`src/sv/tztb_pkg.sv`:
```
// ----------------------------------------------------------------------------
// tztb_pkg
// Shared types and constants for the touch zone button tracker.
// ----------------------------------------------------------------------------
package tztb_pkg;

  localparam int NUM_KEYS     = 3;
  localparam int KEY_MARGIN   = 10;
  localparam int COORD_W      = 11;
  localparam int HOLD_W       = 16;
  localparam int TIME_W       = 32;
  localparam int OUT_CNT_W    = 16;
  localparam int CNT_BITS_DEF = 16;

  // Left edge of a key can reach 10 + 2*(2047+10); right edge adds one width
  localparam int EDGE_W = 13;
  // Row bound: row_top + button_height
  localparam int ROW_W  = 12;

  // Register map, byte address = 4 * index
  localparam int CFG_ADDR_W = 5;
  localparam logic [2:0] REG_ROW_TOP       = 3'd0;
  localparam logic [2:0] REG_BUTTON_WIDTH  = 3'd1;
  localparam logic [2:0] REG_BUTTON_HEIGHT = 3'd2;
  localparam logic [2:0] REG_HOLD_TIME_A   = 3'd3;
  localparam logic [2:0] REG_HOLD_TIME_B   = 3'd4;
  localparam logic [2:0] REG_HOLD_TIME_C   = 3'd5;

  localparam logic [COORD_W-1:0] ROW_TOP_RST       = 11'd620;
  localparam logic [COORD_W-1:0] BUTTON_WIDTH_RST  = 11'd413;
  localparam logic [COORD_W-1:0] BUTTON_HEIGHT_RST = 11'd60;
  localparam logic [HOLD_W-1:0]  HOLD_TIME_A_RST   = 16'd1000;
  localparam logic [HOLD_W-1:0]  HOLD_TIME_B_RST   = 16'd1500;
  localparam logic [HOLD_W-1:0]  HOLD_TIME_C_RST   = 16'd2000;

  typedef struct packed {
    logic               touching;
    logic [COORD_W-1:0] touch_x;
    logic [COORD_W-1:0] touch_y;
    logic [TIME_W-1:0]  now_ms;
  } in_item_t;

  typedef struct packed {
    logic [2:0]           pressed_mask;
    logic [2:0]           press_edge_mask;
    logic [2:0]           release_edge_mask;
    logic [2:0]           held_mask;
    logic [2:0]           long_press_edge_mask;
    logic [OUT_CNT_W-1:0] count_a;
    logic [OUT_CNT_W-1:0] count_b;
    logic [OUT_CNT_W-1:0] count_c;
  } out_item_t;

  // Per-key status after one sample
  typedef struct packed {
    logic pressed;
    logic held;
    logic press_edge;
    logic release_edge;
    logic long_edge;
  } key_stat_t;

  // Per-key geometry and threshold
  typedef struct packed {
    logic [EDGE_W-1:0]  left;
    logic [EDGE_W-1:0]  right;
    logic [ROW_W-1:0]   top;
    logic [ROW_W-1:0]   bottom;
    logic [HOLD_W-1:0]  hold_time;
  } key_cfg_t;

endpackage

```
`src/sv/tztb_key.sv`:
```
// ----------------------------------------------------------------------------
// tztb_key
// One virtual key: hit test, press/release/long-press tracking and counter.
// ----------------------------------------------------------------------------
module tztb_key
  import tztb_pkg::*;
#(
  parameter int COUNT_BITS = CNT_BITS_DEF
) (
  input  logic                 clk,
  input  logic                 rst_n,
  input  logic                 upd,
  input  key_cfg_t             kcfg,
  input  in_item_t             item,
  output key_stat_t            stat_nxt,
  output logic [OUT_CNT_W-1:0] count_nxt
);

  logic                  pressed_r;
  logic                  held_r;
  logic [TIME_W-1:0]     start_r;
  logic [COUNT_BITS-1:0] count_r;

  logic                  in_key;
  logic [TIME_W-1:0]     elapsed;
  logic                  reached;
  logic [COUNT_BITS-1:0] count_upd;
  key_stat_t             st;

  assign in_key = item.touching
               && ({2'b00, item.touch_x} >= kcfg.left)
               && ({2'b00, item.touch_x} <  kcfg.right)
               && ({1'b0, item.touch_y}  >= kcfg.top)
               && ({1'b0, item.touch_y}  <  kcfg.bottom);

  assign elapsed = item.now_ms - start_r;

  always_comb begin
    st = '0;
    st.pressed = pressed_r;
    st.held    = held_r;
    reached    = 1'b0;
    if (item.touching) begin
      if (in_key && !pressed_r) begin
        st.pressed    = 1'b1;
        st.held       = 1'b0;
        st.press_edge = 1'b1;
      end else if (!in_key && pressed_r) begin
        st.pressed      = 1'b0;
        st.held         = 1'b0;
        st.release_edge = 1'b1;
      end
      // on a fresh press the elapsed time is zero
      reached = st.press_edge ? (kcfg.hold_time == '0)
                              : (elapsed >= {16'd0, kcfg.hold_time});
      if (st.pressed && !st.held && reached) begin
        st.held      = 1'b1;
        st.long_edge = 1'b1;
      end
    end else if (pressed_r) begin
      st.pressed      = 1'b0;
      st.held         = 1'b0;
      st.release_edge = 1'b1;
    end
  end

  assign count_upd = st.press_edge ? count_r + COUNT_BITS'(1) : count_r;
  assign stat_nxt  = st;

  generate
    if (COUNT_BITS >= OUT_CNT_W) begin : g_wide
      assign count_nxt = count_upd[OUT_CNT_W-1:0];
    end else begin : g_narrow
      assign count_nxt = {{(OUT_CNT_W-COUNT_BITS){1'b0}}, count_upd};
    end
  endgenerate

  always_ff @(posedge clk) begin
    if (!rst_n) begin
      pressed_r <= 1'b0;
      held_r    <= 1'b0;
      start_r   <= '0;
      count_r   <= '0;
    end else if (upd) begin
      pressed_r <= st.pressed;
      held_r    <= st.held;
      count_r   <= count_upd;
      if (st.press_edge) begin
        start_r <= item.now_ms;
      end
    end
  end

endmodule

```
`src/sv/touch_zone_button_tracker_core.sv`:
```
// ----------------------------------------------------------------------------
// touch_zone_button_tracker_core
// Tracks three virtual keys in one row from a stream of touch samples.
// ----------------------------------------------------------------------------
// Usage:
//   in_*  : one touch sample per transaction (touching, x, y, now_ms).
//   out_* : one result per sample: pressed/held state, press, release and
//           long-press edges, and the three press counts.
//   APB   : geometry and hold thresholds at byte addresses 0..20; write only
//           while no sample is in flight. pready is tied high.
// Timing: a sample is taken into an input register; the key logic runs
//   between that register and the result register; a result shows on
//   out_valid from the result register. One sample per cycle is sustained
//   while out_stall is low; the key state feeds back within that single stage.
// Stall: out_stall holds the result register; the input register still
//   takes one more sample if it is empty, after which in_stall rises.
// Reset: synchronous on rst_n low; keys released, counts and start times
//   cleared, registers back to their defaults, both channels empty.
// ----------------------------------------------------------------------------
module touch_zone_button_tracker_core
  import tztb_pkg::*;
#(
  parameter int COUNT_BITS = CNT_BITS_DEF
) (
  input  logic                  clk,
  input  logic                  rst_n,
  input  logic                  in_valid,
  output logic                  in_stall,
  input  in_item_t              in_data,
  output logic                  out_valid,
  input  logic                  out_stall,
  output out_item_t             out_data,
  input  logic                  psel,
  input  logic                  penable,
  input  logic                  pwrite,
  input  logic [CFG_ADDR_W-1:0] paddr,
  input  logic [31:0]           pwdata,
  output logic [31:0]           prdata,
  output logic                  pready
);

  logic [COORD_W-1:0] row_top_r;
  logic [COORD_W-1:0] button_width_r;
  logic [COORD_W-1:0] button_height_r;
  logic [HOLD_W-1:0]  hold_r [NUM_KEYS];

  logic      s1_valid_r;
  in_item_t  s1_item_r;
  logic      out_valid_r;
  out_item_t out_item_r;

  logic      out_load;
  logic      advance;
  logic      cfg_wr;
  logic [2:0] cfg_idx;

  key_cfg_t             kcfg  [NUM_KEYS];
  key_stat_t            kstat [NUM_KEYS];
  logic [OUT_CNT_W-1:0] kcnt  [NUM_KEYS];
  out_item_t            out_item_nxt;

  // ---------------- configuration port ----------------
  assign pready  = 1'b1;
  assign cfg_idx = paddr[4:2];
  assign cfg_wr  = psel && penable && pwrite;

  always_comb begin
    unique case (cfg_idx)
      REG_ROW_TOP:       prdata = {21'd0, row_top_r};
      REG_BUTTON_WIDTH:  prdata = {21'd0, button_width_r};
      REG_BUTTON_HEIGHT: prdata = {21'd0, button_height_r};
      REG_HOLD_TIME_A:   prdata = {16'd0, hold_r[0]};
      REG_HOLD_TIME_B:   prdata = {16'd0, hold_r[1]};
      REG_HOLD_TIME_C:   prdata = {16'd0, hold_r[2]};
      default:           prdata = 32'd0;
    endcase
  end

  always_ff @(posedge clk) begin
    if (!rst_n) begin
      row_top_r       <= ROW_TOP_RST;
      button_width_r  <= BUTTON_WIDTH_RST;
      button_height_r <= BUTTON_HEIGHT_RST;
      hold_r[0]       <= HOLD_TIME_A_RST;
      hold_r[1]       <= HOLD_TIME_B_RST;
      hold_r[2]       <= HOLD_TIME_C_RST;
    end else if (cfg_wr) begin
      unique case (cfg_idx)
        REG_ROW_TOP:       row_top_r       <= pwdata[COORD_W-1:0];
        REG_BUTTON_WIDTH:  button_width_r  <= pwdata[COORD_W-1:0];
        REG_BUTTON_HEIGHT: button_height_r <= pwdata[COORD_W-1:0];
        REG_HOLD_TIME_A:   hold_r[0]       <= pwdata[HOLD_W-1:0];
        REG_HOLD_TIME_B:   hold_r[1]       <= pwdata[HOLD_W-1:0];
        REG_HOLD_TIME_C:   hold_r[2]       <= pwdata[HOLD_W-1:0];
        default: ;
      endcase
    end
  end

  // ---------------- pipeline control ----------------
  assign out_load  = !out_valid_r || !out_stall;
  assign advance   = s1_valid_r && out_load;
  assign in_stall  = s1_valid_r && !out_load;
  assign out_valid = out_valid_r;
  assign out_data  = out_item_r;

  always_ff @(posedge clk) begin
    if (!rst_n) begin
      s1_valid_r  <= 1'b0;
      out_valid_r <= 1'b0;
    end else begin
      if (!in_stall) begin
        s1_valid_r <= in_valid;
      end
      if (out_load) begin
        out_valid_r <= s1_valid_r;
      end
    end
  end

  always_ff @(posedge clk) begin
    if (in_valid && !in_stall) begin
      s1_item_r <= in_data;
    end
    if (advance) begin
      out_item_r <= out_item_nxt;
    end
  end

  // ---------------- keys ----------------
  for (genvar k = 0; k < NUM_KEYS; k++) begin : g_key
    logic [EDGE_W-1:0] left;
    // left = margin + k * (width + margin); constant k
    assign left = EDGE_W'(KEY_MARGIN)
                + EDGE_W'(k) * ({2'b00, button_width_r} + EDGE_W'(KEY_MARGIN));
    assign kcfg[k].left      = left;
    assign kcfg[k].right     = left + {2'b00, button_width_r};
    assign kcfg[k].top       = {1'b0, row_top_r};
    assign kcfg[k].bottom    = {1'b0, row_top_r} + {1'b0, button_height_r};
    assign kcfg[k].hold_time = hold_r[k];

    tztb_key #(
      .COUNT_BITS(COUNT_BITS)
    ) u_key (
      .clk       (clk),
      .rst_n     (rst_n),
      .upd       (advance),
      .kcfg      (kcfg[k]),
      .item      (s1_item_r),
      .stat_nxt  (kstat[k]),
      .count_nxt (kcnt[k])
    );

    assign out_item_nxt.pressed_mask[k]         = kstat[k].pressed;
    assign out_item_nxt.press_edge_mask[k]      = kstat[k].press_edge;
    assign out_item_nxt.release_edge_mask[k]    = kstat[k].release_edge;
    assign out_item_nxt.held_mask[k]            = kstat[k].held;
    assign out_item_nxt.long_press_edge_mask[k] = kstat[k].long_edge;
  end

  assign out_item_nxt.count_a = kcnt[0];
  assign out_item_nxt.count_b = kcnt[1];
  assign out_item_nxt.count_c = kcnt[2];

`ifndef SYNTH
  a_held_needs_press: assert property (@(posedge clk) disable iff (!rst_n)
    out_valid_r |-> ((out_item_r.held_mask & ~out_item_r.pressed_mask) == 3'd0))
    else $error("held key not pressed");

  a_edges_disjoint: assert property (@(posedge clk) disable iff (!rst_n)
    out_valid_r |->
      ((out_item_r.press_edge_mask & out_item_r.release_edge_mask) == 3'd0))
    else $error("press and release edge on same key");

  a_long_edge_held: assert property (@(posedge clk) disable iff (!rst_n)
    out_valid_r |->
      ((out_item_r.long_press_edge_mask & ~out_item_r.held_mask) == 3'd0))
    else $error("long-press edge without held");

  a_release_clears: assert property (@(posedge clk) disable iff (!rst_n)
    out_valid_r |->
      ((out_item_r.release_edge_mask & out_item_r.pressed_mask) == 3'd0))
    else $error("released key still pressed");

  a_stall_only_full: assert property (@(posedge clk) disable iff (!rst_n)
    in_stall |-> (s1_valid_r && out_valid_r))
    else $error("input stalled with room in pipeline");
`endif

endmodule
```
`config.mk`:
```
export PLATFORM = sky130hd
export DESIGN_NAME = touch_zone_button_tracker_core
export DESIGN_NICKNAME = d
export VERILOG_FILES = /design/src/sv/tztb_pkg.sv /design/src/sv/tztb_key.sv /design/src/sv/touch_zone_button_tracker_core.sv
export SDC_FILE = /design/constraint.sdc
export NUM_CORES = 1
export LEC_CHECK = 0
export BUFFER_PORTS_ARGS = -buffer_cell sky130_fd_sc_hd__clkbuf_2
export CAP_MARGIN = 5
export CORE_AREA = 2 2 214 216
export DETAILED_ROUTE_END_ITERATION = 8
export DIE_AREA = 0 0 216 218
export PLACE_DENSITY = 0.75
export SYNTH_ARGS = -nofsm -noshare
export SYNTH_HDL_FRONTEND = slang
export SYNTH_SLANG_ARGS = --single-unit
export TNS_END_PERCENT = 30
```
`constraint.sdc`:
```
create_clock -name clk -period 6 [get_ports clk]
set_input_delay 1.8 -clock clk [delete_from_list [all_inputs] [get_ports clk]]
set_output_delay 1.8 -clock clk [all_outputs]
set_load 0.01 [all_outputs]
```
==> results.json, run 1 <==
{
  "cp-end-kind": "flip-flop",
  "drt_iter0_drc": 1727,
  "r2r_start": "button_width_r[0]",
  "worstSetupPathType": "reg2reg",
  "ff2ff_path_depth": 25,
  "hold_path_class": "reg2reg",
  "rrSetupSlack_ns": 0.38,
  "worstHoldPathCells": 2,
  "io_buffers": 161,
  "min_period_over_period": 0.937,
  "finClkSkew_ns": 0.0123,
  "drive_gt1_frac": 0.115,
  "core_um2": 44900,
  "yosysWarnings": 0,
  "clk_path_buf_depth": 3,
  "design_area_um2": 27300,
  "clk-insertion-delay-late_ns": 0.57,
  "multi_input_area_um2": 14400,
  "fmaxAchievable_mhz": 178,
  "seq_area_um2": 8690,
  "yosys-top-cells-area": "edfxtp_1 (20%), dfxtp_1 (15%), ha_1 (13%)",
  "ys_ff_latch": 351,
  "rsz0062_at_grt": "no",
  "slew_headroom": 0.267,
  "hpwl_mm": 48.4,
  "grt_pass1_vias": 19200,
  "synth_area_per_cell_um2": 8.92,
  "worst_pin_slew_ns": 1.10,
  "hold_end": "g_key[1].u_key.start_r[1]",
  "detail_route.wl_per_cell_um": 18.1,
  "syn2layout_area_growth_pct": 11.6,
  "r2r-end": "g_key[2].u_key.count_r[11]",
  "die_area_um2": 47100,
  "hold_viol": 0,
  "vias": 20600,
  "period_needed_ns": 5.62,
  "rows": 78,
  "placed_area_um2": 25800,
  "status": "complete, no violations",
  "path_clk_slew_ns": 0.06,
  "worstPathArrival_ns": 6.05,
  "track_usage": 0.264,
  "hold_buffers": 0,
  "dr.pass1.iters": 5,
  "min_from": "g_key[1].u_key.start_r[1]",
  "start_util": 0.545,
  "ys_types": 95,
  "synth_top_area_share": 0.204,
  "seq_area_frac_synth": 0.355,
  "p_leak_uw": 0.0111,
  "place_congestion": 0.947,
  "post-place-ws_ns": 0.199,
  "max_cap_violations": 0,
  "die_w_um": 216,
  "drtAntennaViolNets": 0,
  "avgViaCountPerCell": 5.86,
  "peakVddDrop_uv": 262,
  "cts.root.buffer_cell": "clkbuf_16",
  "tns_ns": 0,
  "nets": 3241,
  "fp.dieH_um": 218,
  "route.detailed.drc": 0,
  "post-route-worst-setup-slack_ns": 0.379,
  "cp_max_fo": 10,
  "ios": 197,
  "grt_pass1_wl_mm": 101,
  "overflow": 0,
  "grt_max_degree": 70,
  "n_fill_cell": 3794,
  "setup_viol": 0,
  "netlist_area_um2": 24500,
  "power_density_nw_per_um2": 228,
  "wl_mm": 63.7,
  "crit_required_ns": 6.43,
  "crit_path_start_kind": "flip-flop",
  "cts_htree_levels": 2,
  "antenna_found_initial": 0,
  "antennaDiodeCount": 0,
  "clock_sinks": 351,
  "cts_made_buffers": 41,
  "yosysTopAreaCell": "edfxtp_1",
  "cts_tree": "built",
  "synth_edf_count": 166,
  "netlist_instances": 2744,
  "synth-main-ff-cell": "dfxtp_1",
  "synthArstFlopShare": 0,
  "slew_viol_final": 0
}
worst max-delay path, stage by stage (launching register included):
cell	delay, ns
dfxtp_1	0.51
inv_1	0.18
ha_1	0.35
ha_1	0.28
a21o_1	0.16
a21oi_1	0.22
o21bai_1	0.09
a21oi_1	0.22
nor2b_1	0.07
o21a_1	0.18
o21ai_0	0.14
nand2b_1	0.07
a21oi_1	0.17
xnor2_1	0.15
ha_1	0.28
and4b_1	0.22
o211ai_1	0.09
a31oi_1	0.09
o22ai_2	0.29
o221ai_2	0.16
nor4b_4	0.69
nand4_4	0.28
buf_4	0.23
nor3_2	0.17
xnor2_1	0.13
nor2_1	0.05
cells in the mapped netlist (all sizes together) (26+ instances only):
master and instances:
ha 253, mux2i 94, nand2 230, clkbuf 75
nor4 28, o211ai 31, nand4 45, inv 234
buf 50, dfxtp 185, edfxtp 166, o21ai 149
xnor2 95, a21oi 185, xor2 86, nor3 42
and2 33, nand2b 42, nand3 103, o21a 26
nor2 226, a21o 56
state kept, by name, summed over array words and instances, names as in the netlist:
name,flops
out_data,63
g_key.u_key.pressed_r,3
g_key.u_key.held_r,3
out_valid,1
g_key.u_key.count_r,48
s1_valid_r,1
g_key.u_key.start_r,96
button_width_r,11
button_height_r,11
row_top_r,11
s1_item_r,55
hold_r,48
worst max-delay path by stage:
stage                            from                         end  slack (ns)  cells after the start
detailed placement  button_width_r[2]  g_key[2].u_key.count_r[13]        0.20                     26
finish              button_width_r[0]  g_key[2].u_key.count_r[11]        0.38                     25
floorplan           button_width_r[1]                out_data[15]        0.75                     25
global route        button_width_r[0]   g_key[2].u_key.start_r[1]        0.03                     24
CTS                 button_width_r[2]  g_key[2].u_key.count_r[13]        0.17                     26
global placement    button_width_r[2]  g_key[2].u_key.count_r[13]        0.29                     26
routing by layer:
metal | track usage | share of wire | vias up
met1 | 0.354 | 0.45 | 9777
met4 | 0.0811 | 0.027 | 0
met5 | 0 | 0 | -
met2 | 0.447 | 0.47 | 635
met3 | 0.0339 | 0.057 | 110
li1 | - | - | 10100
stage by stage:
step	power [uW]	util	hold WS, ns	cells
after detailed placement	3660	0.576	0.453	3434
after floorplan	3370	-	0.437	2759
after global placement	3630	0.576	0.447	3434
after CTS	6260	0.607	0.461	3510
final	6240	0.609	0.457	3515
after global routing	6490	0.609	0.484	3515
power by group:
group	internal (uW)	switching, uW	leakage [uW]	total (uW)
Sequential	2580	85.0	0.00307	2670
Combinational	381	578	0.00730	960
Clock	1570	1040	0.000685	2610
Total	4530	1710	0.0111	6240
cells by family after synthesis:
logic type                 after synthesis  share of synthesized area
and+or+nand+nor                        847                      0.171
other                                    2                   0.000307
DFF                                    351                      0.355
muxes                                  103                     0.0430
AOI/OAI and AO/OA                      640                      0.168
xor gates and xnor gates               181                     0.0655
buffers and inverters                  360                     0.0613
adders and majority gates              260                      0.135
cell usage in the layout, fill, tap and decap left out, types with 20 or more instances in the layout:
cell type    n
mux2i_1     94
and3_1      25
nand2b_1    42
o21a_1      26
nor3_1      35
o21ai_0    138
o211ai_1    31
clkbuf_2   160
a31oi_1     23
ha_1       252
clkbuf_16   43
and2_1      31
xor2_1      85
edfxtp_1   166
nor2b_1     21
nand3_1    101
buf_4       41
xnor2_1     94
a21oi_1    183
a21o_1      56
inv_1      232
nand2_1    229
dfxtp_1    184
or3_1       20
nor4_1      22
nand4_1     43
nor2_1     224
final cells by class:
cell class / instances / area share
Inverter: 235 / 0.0325
Timing Repair Buffer: 205 / 0.0427
Tap cell: 600 / 0.0275
Multi-Input combinational cell: 2048 / 0.528
Sequential cell: 351 / 0.318
Clock inverter: 26 / 0.0103
Clock buffer: 50 / 0.0414
timing repair:
action	4_1_cts	5_1_grt
endpoints found under the setup margin	0	59
buffers inserted	0	4
gates resized for setup	0	8
(Power assumes the default switching activity.)
==> run 2, diff against run 1 <==
- PLACE_DENSITY: 0.75 -> 0.78
- clock period: 6 -> 5 ns (I/O delays scaled with it)
==> run 2 against run 1 <==
The flow now finishes with violations (negative setup slack). Combinational power increased by 31%. Register-to-register slack got worse by 0.52 ns. Via count increased by 3.8%. Cell count increased by 3.6%. Clock power increased by 12%. Worst setup slack got worse by 0.52 ns. Critical endpoint is now g_key[2].u_key.count_r[6].
==> results.json, run 2 (synthesis results as in run 1) <==
{
  "status": "complete, but fails checks",
  "violations": "negative setup slack",
  "peakVddDrop_uv": 264,
  "avgViaCountPerCell": 5.88,
  "place_congestion": 0.979,
  "slew_headroom": 0.367,
  "n_fill_cell": 3688,
  "finClkSkew_ns": 0.0238,
  "cts_tree": "built",
  "cp-end-kind": "flip-flop",
  "fp.dieH_um": 218,
  "min_from": "g_key[1].u_key.start_r[2]",
  "tns_ns": -2.99,
  "cp_max_fo": 6,
  "die_area_um2": 47100,
  "fmaxAchievable_mhz": 194,
  "io_buffers": 161,
  "hold_path_class": "reg2reg",
  "antennaDiodeCount": 0,
  "post-place-ws_ns": -0.560,
  "grt_pass1_vias": 20300,
  "core_um2": 44900,
  "min_period_over_period": 1.03,
  "most-common-layout-cells": "ha_1 (244), inv_1 (229), nand2_1 (225)",
  "cts_made_buffers": 41,
  "route.detailed.drc": 0,
  "largest_register": "g_key.u_key.start_r",
  "final_common_cell": "ha_1",
  "largest_reg_flops": 96,
  "die_w_um": 216,
  "setup_viol": 50,
  "cp_common_cell": "buf_4",
  "clk-insertion-delay-late_ns": 0.58,
  "hold_buffers": 0,
  "drt_iter0_drc": 1618,
  "start_util": 0.545,
  "worstPathArrival_ns": 5.57,
  "worstSetupPathType": "reg2reg",
  "detail_route.wl_per_cell_um": 18.5,
  "p_leak_uw": 0.0118,
  "nets": 3369,
  "overflow": 0,
  "grt_pass1_wl_mm": 104,
  "drtAntennaViolNets": 0,
  "dr.pass1.iters": 6,
  "clock_sinks": 351,
  "hpwl_mm": 50.2,
  "cts.root.buffer_cell": "clkbuf_16",
  "finalNonFillerCells": 3643,
  "slew_viol_final": 0,
  "crit_required_ns": 5.43,
  "r2r_start": "button_width_r[1]",
  "max_cap_violations": 0,
  "rows": 78,
  "cts_htree_levels": 2,
  "crit_path_start_kind": "flip-flop",
  "clk_path_buf_depth": 3,
  "place_inst": 3538,
  "slowest_stage": "dfxtp_4",
  "post-route-worst-setup-slack_ns": -0.142,
  "p_total_uw": 7370,
  "syn2layout_area_growth_pct": 17.7,
  "worst_pin_slew_ns": 0.949,
  "period_needed_ns": 5.14,
  "antenna_found_initial": 0,
  "drive_gt1_frac": 0.174,
  "power_density_nw_per_um2": 256,
  "rsz0062_at_grt": "yes",
  "cp_slowest_stage_delay_ns": 0.39,
  "track_usage": 0.276,
  "ios": 197,
  "vias": 21400,
  "critPathLaunch": "button_width_r[1]",
  "grt_max_degree": 82,
  "hold_viol": 0,
  "wl_mm": 67.5,
  "path_clk_slew_ns": 0.07
}
## run 2: cell types whose count changed in the layout (fill, tap and decap cells not counted), moves of 6 or more
cell	before	now
buf_4	41	156
a21oi_1	183	169
a21oi_2	2	15
clkbuf_1	4	13
nor2_1	224	215
nor2_4	0	9
ha_1	252	244
o21ai_0	138	130
nor3_4	1	8
o21ai_1	10	16
## run 2: final timing paths
check,to,cells past startpoint,slack [ns]
max,g_key[2].u_key.count_r[6],28,-0.14
max reg2reg,g_key[2].u_key.count_r[6],28,-0.14
min,g_key[1].u_key.start_r[2],2,0.47
min reg2reg,g_key[1].u_key.start_r[2],2,0.47
## run 2: metrics by stage
stage	hold WS (ns)	util	area [um2]
6_report	0.466	0.642	28800
5_1_grt	0.485	0.642	28800
4_1_cts	0.468	0.630	28300
3_5_place_dp	0.461	0.595	26700
3_3_place_gp	0.446	0.595	26700
2_1_floorplan	0.437	-	24600
## run 2: worst max-delay path: cells and delay by family, from the launching register on
family / cells / cell delay [ns]
simple gates: 8 / 1.36
compound gates: 8 / 1.02
fa+ha+maj: 3 / 0.90
buf+inv: 6 / 0.84
xor+xnor: 3 / 0.49
flops: 1 / 0.39
## run 2: area by class of cell
cell class / instances / area [um2] / area share
multi-input cells: 2048 / 14900 / 0.517
inverters: 235 / 891 / 0.0309
well taps: 600 / 751 / 0.0261
repair buffers: 333 / 2280 / 0.0793
flip-flops and latches: 351 / 8690 / 0.302
clock buffers: 56 / 1120 / 0.0390
clock inverters: 20 / 160 / 0.00556
## run 2: where the power goes
group / internal [uW] / switching, uW
sequential: 3100 / 92.4
combinational: 518 / 742
clock: 1680 / 1230
total: 5300 / 2070
## run 2: routing by layer
metal | GRT usage | vias up | share of wire
met5 | 0 | - | 0
met4 | 0.113 | 0 | 0.037
met2 | 0.466 | 732 | 0.47
met1 | 0.359 | 10200 | 0.43
met3 | 0.0353 | 144 | 0.059
li1 | - | 10400 | -
## run 2: repair_timing
item                       4_1_cts  5_1_grt
setup buffers                   10       17
resized for setup               39       87
setup endpoints to repair      117      143
cloned                           2        2
pin swaps                       27       63
